[src/rtl/core/accumulator_cpu_step_unit_defines.svh]
// assertion helpers, sampled on clk with rst_n low as the disable
`ifndef ACCUMULATOR_CPU_STEP_UNIT_DEFINES_SVH
`define ACCUMULATOR_CPU_STEP_UNIT_DEFINES_SVH

// same-cycle implication
`define ACS_ASSERT_SAME(lbl, ant, con) \
  lbl: assert property (@(posedge clk) disable iff (!rst_n) (ant) |-> (con)) \
    else $error("acs check failed");

// next-cycle implication
`define ACS_ASSERT_NEXT(lbl, ant, con) \
  lbl: assert property (@(posedge clk) disable iff (!rst_n) (ant) |=> (con)) \
    else $error("acs check failed");

`endif

[src/rtl/core/acs_pkg.sv]
package acs_pkg;

  typedef logic [1:0] cmd_t;
  localparam cmd_t CMD_WRITE   = 2'd0;
  localparam cmd_t CMD_READ    = 2'd1;
  localparam cmd_t CMD_EXEC    = 2'd2;
  localparam cmd_t CMD_RESTART = 2'd3;

  typedef logic [3:0] opc_t;
  localparam opc_t OPC_NOP     = 4'd0;
  localparam opc_t OPC_LOAD_A  = 4'd1;
  localparam opc_t OPC_STORE_A = 4'd2;
  localparam opc_t OPC_JUMP    = 4'd3;
  localparam opc_t OPC_JUMP_NZ = 4'd4;
  localparam opc_t OPC_RETURN  = 4'd5;
  localparam opc_t OPC_ARIT    = 4'd6;
  localparam opc_t OPC_HALT    = 4'd15;

  typedef logic [2:0] alu_op_t;
  localparam alu_op_t ALU_CLR  = 3'd0;
  localparam alu_op_t ALU_ONES = 3'd1;
  localparam alu_op_t ALU_NOT  = 3'd2;
  localparam alu_op_t ALU_AND  = 3'd3;
  localparam alu_op_t ALU_OR   = 3'd4;
  localparam alu_op_t ALU_XOR  = 3'd5;
  localparam alu_op_t ALU_ADD  = 3'd6;
  localparam alu_op_t ALU_SUB  = 3'd7;

  typedef logic [2:0] reg_code_t;
  localparam reg_code_t REG_A   = 3'd0;
  localparam reg_code_t REG_B   = 3'd1;
  localparam reg_code_t REG_C   = 3'd2;
  localparam reg_code_t REG_D   = 3'd3;
  localparam reg_code_t REG_R   = 3'd6;
  localparam reg_code_t REG_PSW = 3'd7;

  typedef logic [1:0] cfg_addr_t;
  localparam cfg_addr_t CFG_ADDR_MEM_SIZE = 2'd0;

  // step addresses of the control program
  typedef logic [4:0] upc_t;
  localparam upc_t STEP_IDLE     = 5'd0;
  localparam upc_t STEP_WRITE    = 5'd1;
  localparam upc_t STEP_READ     = 5'd2;
  localparam upc_t STEP_READ_CAP = 5'd3;
  localparam upc_t STEP_EXEC     = 5'd4;
  localparam upc_t STEP_DECODE   = 5'd5;
  localparam upc_t STEP_LOAD     = 5'd6;
  localparam upc_t STEP_LOAD_CAP = 5'd7;
  localparam upc_t STEP_STORE    = 5'd8;
  localparam upc_t STEP_JUMP     = 5'd9;
  localparam upc_t STEP_JUMP_NZ  = 5'd10;
  localparam upc_t STEP_RETURN   = 5'd11;
  localparam upc_t STEP_ARIT     = 5'd12;
  localparam upc_t STEP_HALT     = 5'd13;
  localparam upc_t STEP_RESTART  = 5'd14;
  localparam upc_t STEP_PC_UPD   = 5'd15;
  localparam upc_t STEP_EMIT     = 5'd16;
  localparam upc_t STEP_LAST     = STEP_EMIT;
  localparam int   UROM_DEPTH    = 17;

  typedef enum logic [2:0] {
    MEM_NONE    = 3'd0,
    MEM_RD_ADDR = 3'd1,
    MEM_RD_PC   = 3'd2,
    MEM_RD_ARG  = 3'd3,
    MEM_WR_DATA = 3'd4,
    MEM_WR_ACC  = 3'd5
  } mem_op_t;

  typedef enum logic [3:0] {
    ACT_NONE    = 4'd0,
    ACT_LATCH   = 4'd1,
    ACT_RD_DATA = 4'd2,
    ACT_FETCH   = 4'd3,
    ACT_LOAD_A  = 4'd4,
    ACT_CALL    = 4'd5,
    ACT_CALL_NZ = 4'd6,
    ACT_RET     = 4'd7,
    ACT_ARIT    = 4'd8,
    ACT_HALT    = 4'd9,
    ACT_RESTART = 4'd10,
    ACT_PC_UPD  = 4'd11
  } act_t;

  typedef enum logic [2:0] {
    SEQ_NEXT   = 3'd0,
    SEQ_GOTO   = 3'd1,
    SEQ_CMD    = 3'd2,
    SEQ_OP     = 3'd3,
    SEQ_HALTED = 3'd4,
    SEQ_EMIT   = 3'd5
  } seq_t;

  typedef struct packed {
    mem_op_t mem;
    act_t    act;
    seq_t    seq;
    upc_t    target;
  } ucw_t;

  typedef struct packed {
    logic        en;
    logic        we;
    logic [11:0] addr;
    logic [15:0] wdata;
  } ram_req_t;

  localparam ucw_t UROM [UROM_DEPTH] = '{
    '{MEM_NONE,    ACT_LATCH,   SEQ_CMD,    STEP_IDLE},
    '{MEM_WR_DATA, ACT_NONE,    SEQ_GOTO,   STEP_EMIT},
    '{MEM_RD_ADDR, ACT_NONE,    SEQ_NEXT,   STEP_IDLE},
    '{MEM_NONE,    ACT_RD_DATA, SEQ_GOTO,   STEP_EMIT},
    '{MEM_RD_PC,   ACT_NONE,    SEQ_HALTED, STEP_EMIT},
    '{MEM_NONE,    ACT_FETCH,   SEQ_OP,     STEP_IDLE},
    '{MEM_RD_ARG,  ACT_NONE,    SEQ_NEXT,   STEP_IDLE},
    '{MEM_NONE,    ACT_LOAD_A,  SEQ_GOTO,   STEP_PC_UPD},
    '{MEM_WR_ACC,  ACT_NONE,    SEQ_GOTO,   STEP_PC_UPD},
    '{MEM_NONE,    ACT_CALL,    SEQ_GOTO,   STEP_PC_UPD},
    '{MEM_NONE,    ACT_CALL_NZ, SEQ_GOTO,   STEP_PC_UPD},
    '{MEM_NONE,    ACT_RET,     SEQ_GOTO,   STEP_PC_UPD},
    '{MEM_NONE,    ACT_ARIT,    SEQ_GOTO,   STEP_PC_UPD},
    '{MEM_NONE,    ACT_HALT,    SEQ_GOTO,   STEP_EMIT},
    '{MEM_NONE,    ACT_RESTART, SEQ_GOTO,   STEP_EMIT},
    '{MEM_NONE,    ACT_PC_UPD,  SEQ_NEXT,   STEP_IDLE},
    '{MEM_NONE,    ACT_NONE,    SEQ_EMIT,   STEP_IDLE}
  };

  function automatic upc_t cmd_entry(cmd_t c);
    upc_t s;
    case (c)
      CMD_WRITE: s = STEP_WRITE;
      CMD_READ:  s = STEP_READ;
      CMD_EXEC:  s = STEP_EXEC;
      default:   s = STEP_RESTART;
    endcase
    return s;
  endfunction

  function automatic upc_t op_entry(opc_t o);
    upc_t s;
    case (o)
      OPC_LOAD_A:  s = STEP_LOAD;
      OPC_STORE_A: s = STEP_STORE;
      OPC_JUMP:    s = STEP_JUMP;
      OPC_JUMP_NZ: s = STEP_JUMP_NZ;
      OPC_RETURN:  s = STEP_RETURN;
      OPC_ARIT:    s = STEP_ARIT;
      OPC_HALT:    s = STEP_HALT;
      default:     s = STEP_PC_UPD;
    endcase
    return s;
  endfunction

endpackage

[src/rtl/core/acs_alu.sv]
module acs_alu (
  input  acs_pkg::alu_op_t op,
  input  logic [15:0]      x,
  input  logic [15:0]      y,
  output logic [15:0]      res
);
  import acs_pkg::*;

  always_comb begin
    case (op)
      ALU_CLR:  res = '0;
      ALU_ONES: res = '1;
      ALU_NOT:  res = ~x;
      ALU_AND:  res = x & y;
      ALU_OR:   res = x | y;
      ALU_XOR:  res = x ^ y;
      ALU_ADD:  res = x + y;
      ALU_SUB:  res = x - y;
      default:  res = '0;
    endcase
  end

endmodule

[config.mk]
export PLATFORM = sky130hd
export DESIGN_NAME = acs_alu
export DESIGN_NICKNAME = d
export VERILOG_FILES = /design/src/rtl/core/accumulator_cpu_step_unit_defines.svh /design/src/rtl/core/acs_pkg.sv /design/src/rtl/core/acs_alu.sv
export SDC_FILE = /design/constraint.sdc
export NUM_CORES = 1
export LEC_CHECK = 0
export ABC_AREA = 1
export BUFFER_PORTS_ARGS = -buffer_cell sky130_fd_sc_hd__buf_2
export CAP_MARGIN = 30
export CELL_PAD_IN_SITES_DETAIL_PLACEMENT = 0
export CELL_PAD_IN_SITES_GLOBAL_PLACEMENT = 1
export CORE_MARGIN = 2
export CORE_UTILIZATION = 35
export DETAILED_ROUTE_END_ITERATION = 7
export MAX_ROUTING_LAYER = met4
export PLACE_DENSITY = 0.86
export REMOVE_ABC_BUFFERS = 1
export SLEW_MARGIN = 5
export SYNTH_ARGS = -nofsm -noshare
export SYNTH_HDL_FRONTEND = slang
export SYNTH_SLANG_ARGS = --single-unit
[constraint.sdc]
create_clock -name vclk -period 2.1
set_input_delay 0.105 -clock vclk [all_inputs]
set_output_delay 0.105 -clock vclk [all_outputs]
set_load 0.01 [all_outputs]
==> metrics.csv, run 1 <==
metric,value,unit
hold buffers post-CTS,0,
average cell area after synthesis,5.84,sq um
Synth area leader,ha_1,
seq_cells,0,
Internal Power,515,uW
setup TNS,-2850,ps
Core ar.,5920,sq um
# diodes,0,
final worst setup slack,-395,ps
critical path cell sequence,buf_2 -> nand2_2 -> inv_2 -> nand2_4 -> inv_2 -> buf_4 -> o21ai_0 -> xor2_1 -> ha_1 -> nand2_2 -> inv_2 -> a21oi_4 -> nand2_2 -> a21oi_2 -> nand3_1 -> nand3_2 -> nand2_1 -> buf_2,
Comb pwr share,1.000,
Clock Power Share,0,
DRT iter0 DRCs,159,
critical path class,input pin to primary output,
Pleak,0.00195,uW
HPWL after DPL,5820,um
clock period minus worst slack,2490,ps
I/O Buffers,51,
Initial Util,0.362,
Die H,82.2,um
Synth Cell Area,2140,sq um
number of setup violations in the final report,12,
die area,6760,sq um
arrival time at the worst endpoint,2390,ps
"Seq/Total Area, Yosys",0,
Fmax achieved,0.401,GHz
outcome,finished with violations,
nets@finish,582,
RePlAce Congestion,0.909,
cells after synthesis,367,
vias,3009,
DRT Wirelength,8210,um
Worst setup SP type,input pin,
I/O Pins,51,
actual slew at the worst max-slew pin,556,ps
pin count of the biggest net entering global routing,17,
clock buffer count,0,
Psw,593,uW
synth warn,0,
Final Hold Fails,0,
FILL cells,513,
CP required,2000,ps
power share of the sequential group,0,
global-route wire length before repair,12000,um
Area Overhead vs Synth,69.3,%
Total GRT Usage,0.230,
vias in the first global route,2692,
Hold Slack,635,ps
max incr delay on CP,300,ps
Rel. slew slack,0.629,
row count,28,
drt drc,0,
Pre-antenna DRT Iters,5,
maximum VDD drop,0.135,mV
Critical Path Sink Type,primary output,
Crit Path Max Fanout,6,
Pwr Total,1110,uW
Routed Antenna Nets,0,
fin util,0.612,
switching share of power,0.535,
violated checks,setup timing,
HP Class,input pin to primary output,
vias per cell,5.27,
PwrDens,306,nW/um^2
"slowest stage cell, crit path",o21ai_0,
CP bufs+invs,6,
share of cells above drive strength 1,0.474,
gr ovfl total,0,
RSZ-0062 raised after global routing,yes,
max cap viols,0,
"CP delay by family, top",simple AND/OR/NAND/NOR gates,
max-slew violations,0,
initial antenna violation count,0,
share of the synthesized area in the top cell type,0.280,
Die Wd,82.2,um
fin crit share,1.19,
post-synthesis cell type count,30,
Synth area leaders,"ha_1 28%, nand2_1 15%, inv_1 12%",
register area,0,sq um
multi-input logic area,2320,sq um
wire per inst,14.4,um
[synthesized netlist by cell type (all sizes together) (2+ instances only)]
cell and instances:
o21a 6, or2 2, nor3 3, nand4 2, o2111ai 5, o21ai 30, ha 48, nor2 27
o22ai 9, buf 5, nand3 23, a221oi 7, a21oi 20, xor2 13, nand3b 3, nand2 88
inv 70
[timing repair]
action                                  in CTS  in global routing
endpoints found under the setup margin      14                 14
pin swaps                                   28                 50
resized for setup                           72                 76
setup buffers                                8                 11
[layout by cell type, fill, tap and decap left out, types with 3 or more instances in the layout]
master | Yosys | layout
ha_4 | 0 | 8
o21ai_1 | 2 | 6
o21ai_2 | 1 | 10
nand2_4 | 0 | 6
nand3b_1 | 3 | 3
o2111ai_1 | 5 | 3
o21ai_0 | 27 | 12
xor2_1 | 13 | 12
nor2_2 | 1 | 5
buf_2 | 3 | 48
o22ai_1 | 9 | 9
nand2_1 | 87 | 53
nand2_2 | 1 | 29
nand3_1 | 23 | 19
nor2_4 | 0 | 3
a221oi_1 | 7 | 7
a21oi_4 | 0 | 4
a21oi_2 | 0 | 11
o21a_1 | 6 | 6
nor2_1 | 26 | 19
buf_6 | 0 | 7
ha_1 | 48 | 38
inv_2 | 2 | 7
nand3_2 | 0 | 3
inv_1 | 68 | 61
buf_4 | 2 | 78
a21oi_1 | 20 | 5
[logic make-up after synthesis]
logic type	share of synthesized area
AOI/OAI and AO/OA	0.225
adders and majority gates	0.290
xor gates and xnor gates	0.0572
buffers and inverters	0.138
and+or+nand+nor	0.289
[power groups by stage]
| stage | Combinational, uW | Clock, uW | Sequential, uW |
|---|---|---|---|
| 5_1_grt | 1200 | 0 | 0 |
| 4_1_cts | 899 | 0 | 0 |
| 2_1_floorplan | 435 | 0 | 0 |
| 6_report | 1110 | 0 | 0 |
| 3_5_place_dp | 788 | 0 | 0 |
| 3_3_place_gp | 774 | 0 | 0 |
[cell type report]
cell class / count / share of cell area
Timing Repair Buffer: 135 / 0.258
Multi-Input combinational cell: 291 / 0.640
Tap cell: 75 / 0.0259
Inverter: 70 / 0.0759
[final timing paths]
path | cells past startpoint | startpoint | to
setup / recovery | 18 | op[2] | res[15]
hold / removal | 5 | x[13] | res[13]
[per-stage QoR]
stage	cells	cell area (sq um)	setup slack, ps
final	571	3630	-395
after global routing	571	3630	-517
after CTS	560	3250	-306
after detailed placement	552	2950	-536
after global placement	552	2950	-509
after floorplan	361	2110	-173
[routing by layer]
layer / track usage / vias to the layer above / wire length, um
li1: - / 1473 / -
met1: 0.303 / 1422 / 3590
met2: 0.400 / 95 / 4130
met3: 0.00543 / 19 / 331
met4: 0.0333 / 0 / 150
met5: - / - / 0
Note: power is estimated with default switching activity, not from simulation.
==> inputs of run 2 (changes only) <==
--- a/config.mk
+++ b/config.mk
@@ -10,11 +10,10 @@
 export CAP_MARGIN = 30
 export CELL_PAD_IN_SITES_DETAIL_PLACEMENT = 0
 export CELL_PAD_IN_SITES_GLOBAL_PLACEMENT = 1
-export CORE_MARGIN = 2
+export CORE_MARGIN = 3
 export CORE_UTILIZATION = 35
 export DETAILED_ROUTE_END_ITERATION = 7
-export MAX_ROUTING_LAYER = met4
-export PLACE_DENSITY = 0.86
+export PLACE_DENSITY_LB_ADDON = 0.1
 export REMOVE_ABC_BUFFERS = 1
 export SLEW_MARGIN = 5
 export SYNTH_ARGS = -nofsm -noshare
==> run 2 against run 1 <==
Compared with the run above: the run still ends with setup timing left; critical path depth rose by 1; fmax rose by 3.2%; sequential share of layout area did not move; count of clock-buffer cells in the layout did not move; die area rose by 4.9%; combinational power fell by 7%; utilization rose by 0.23 points; flip-flop and latch count did not move; cell area fell by 3.2%; final cell count fell by 1.4%; global-route usage fell by 1.4 points; largest cell class unchanged.
==> metrics.csv, run 2 (synthesis results as in run 1) <==
metric,value,unit,change
clock buffer count,0,,unchanged
Worst setup endpoint,res[15],,unchanged
HPWL after DPL,6040,um,was 5820 um
critical path cell sequence,buf_8 -> inv_8 -> ha_4 -> nand2_4 -> nor3_4 -> nand3_2 -> nand2_2 -> o21ai_2 -> xor2_1 -> ha_1 -> nand2_2 -> buf_6 -> nor3_4 -> nand2_1 -> nand3_2 -> nand2_1 -> nand3_1 -> nand2_1 -> buf_2,,was buf_2 -> nand2_2 -> inv_2 -> nand2_4 -> inv_2 -> buf_4 -> o21ai_0 -> xor2_1 -> ha_1 -> nand2_2 -> inv_2 -> a21oi_4 -> nand2_2 -> a21oi_2 -> nand3_1 -> nand3_2 -> nand2_1 -> buf_2
max cap viols,0,,unchanged
HP Start,x[13],,unchanged
outcome,finished with violations,,unchanged
Routed Antenna Nets,0,,unchanged
I/O Buffers,51,,unchanged
RSZ-0062 raised after global routing,yes,,unchanged
vias,2823,,was 3009
PwrDens,294,nW/um^2,was 306 nW/um^2
Area Overhead vs Synth,63.8,%,was 69.3%
Pleak,0.00192,uW,was 0.00195 uW
die area,7090,sq um,was 6760 sq um
WL met2,3690,um,was 4130 um
"CP delay by family, top",simple AND/OR/NAND/NOR gates,,unchanged
Setup crit start,y[0],,was op[2]
Die Wd,84.2,um,was 82.2 um
DRT Wirelength,7960,um,was 8210 um
setup TNS,-1640,ps,was -2850 ps
CP required,2000,ps,about the same
gr ovfl total,0,,unchanged
most frequent cells in the layout,"75 x buf_4, 61 x inv_1, 60 x nand2_1",,"was 78 x buf_4, 61 x inv_1, 53 x nand2_1"
Met3 Wirelength,318,um,was 331 um
Initial Util,0.375,,was 0.362
Total GRT Usage,0.215,,was 0.230
Critical Path Sink Type,primary output,,unchanged
actual slew at the worst max-slew pin,601,ps,was 556 ps
violated checks,setup timing,,unchanged
arrival time at the worst endpoint,2310,ps,was 2390 ps
post-route insts no fill,563,,was 571
vias per cell,5.01,,was 5.27
hold buffers post-CTS,0,,unchanged
fin crit share,1.15,,was 1.19
max incr delay on CP,340,ps,was 300 ps
pin count of the biggest net entering global routing,17,,unchanged
register area,0,sq um,unchanged
# diodes,0,,unchanged
initial antenna violation count,0,,unchanged
Worst setup SP type,input pin,,unchanged
drt drc,0,,unchanged
maximum VDD drop,0.145,mV,was 0.135 mV
number of setup violations in the final report,10,,was 12
seq_cells,0,,unchanged
Rel. slew slack,0.599,,was 0.629
nets@finish,577,,was 582
DRT iter0 DRCs,216,,was 159
max layer used,met4,,unchanged
crit-path most repeated cell,nand2_1,,
HP Class,input pin to primary output,,unchanged
clock period minus worst slack,2420,ps,was 2490 ps
Pre-antenna DRT Iters,4,,was 5
critical path class,input pin to primary output,,unchanged
CP bufs+invs,4,,was 6
Crit Path Max Fanout,3,,was 6
RePlAce Congestion,0.963,,was 0.909
"slowest stage cell, crit path",ha_1,,was o21ai_0
global-route wire length before repair,12800,um,was 12000 um
"most common cell after layout, fill and taps aside",buf_4,,unchanged
Placed Cells,547,,was 552
multi-input logic area,2210,sq um,was 2320 sq um
wl on met1,3900,um,was 3590 um
share of cells above drive strength 1,0.432,,was 0.474
Fmax achieved,0.414,GHz,was 0.401 GHz
max-slew violations,0,,unchanged
vias in the first global route,2766,,was 2692
I/O Pins,51,,unchanged
Final Hold Fails,0,,unchanged
Core ar.,5710,sq um,was 5920 sq um
row count,27,,was 28
Die H,84.2,um,was 82.2 um
FILL cells,529,,was 513
wire per inst,14.1,um,was 14.4 um
Worst path depth,19,,was 18
final worst setup slack,-318,ps,was -395 ps
## run 2: cell types whose count changed in the layout (fill, tap and decap cells not counted), sizes merged
cell  before  now
buf      135  130
## run 2: report_power, final
part	leakage, uW	switching [uW]	internal, uW	total, uW
clock network	0	0	0	0
logic	0.00192	550	482	1030
registers	0	0	0	0
total	0.00192	550	482	1030
## run 2: routing by layer
metal | GRT usage | vias up
li1 | - | 1463
met5 | 0 | -
met3 | 0.00393 | 4
met1 | 0.304 | 1296
met4 | 0.0102 | 0
met2 | 0.382 | 60
## run 2: cell type report
class              instances  area share
inverters                 70      0.0813
repair buffers           130       0.263
well taps                 72      0.0257
multi-input cells        291       0.630
## run 2: through the flow
step                      setup slack, ps  hold WS, ps   util  total power, uW  area [sq um]
after CTS                            -239          641  0.575              921          3290
after global routing                 -460          700  0.615             1140          3510
after global placement               -433          639  0.513              779          2930
after detailed placement             -490          639  0.513              786          2930
final                                -318          640  0.615             1030          3510
after floorplan                      -173          412      -              435          2110
## run 2: how the worst min path moves through the flow
| stage | endpoint | slack (ps) | depth (start not counted) |
|---|---|---|---|
| after global placement | res[2] | 640 | 5 |
| after detailed placement | res[2] | 640 | 5 |
| final | res[13] | 640 | 5 |
| after global routing | res[15] | 700 | 5 |
| after floorplan | res[2] | 410 | 3 |
| after CTS | res[2] | 640 | 5 |
## run 2: repair_timing
action / 4_1_cts / 5_1_grt
setup endpoints to repair: 13 / 14
resized for setup: 87 / 48
buffers inserted: 9 / 9
pin swaps: 37 / 29
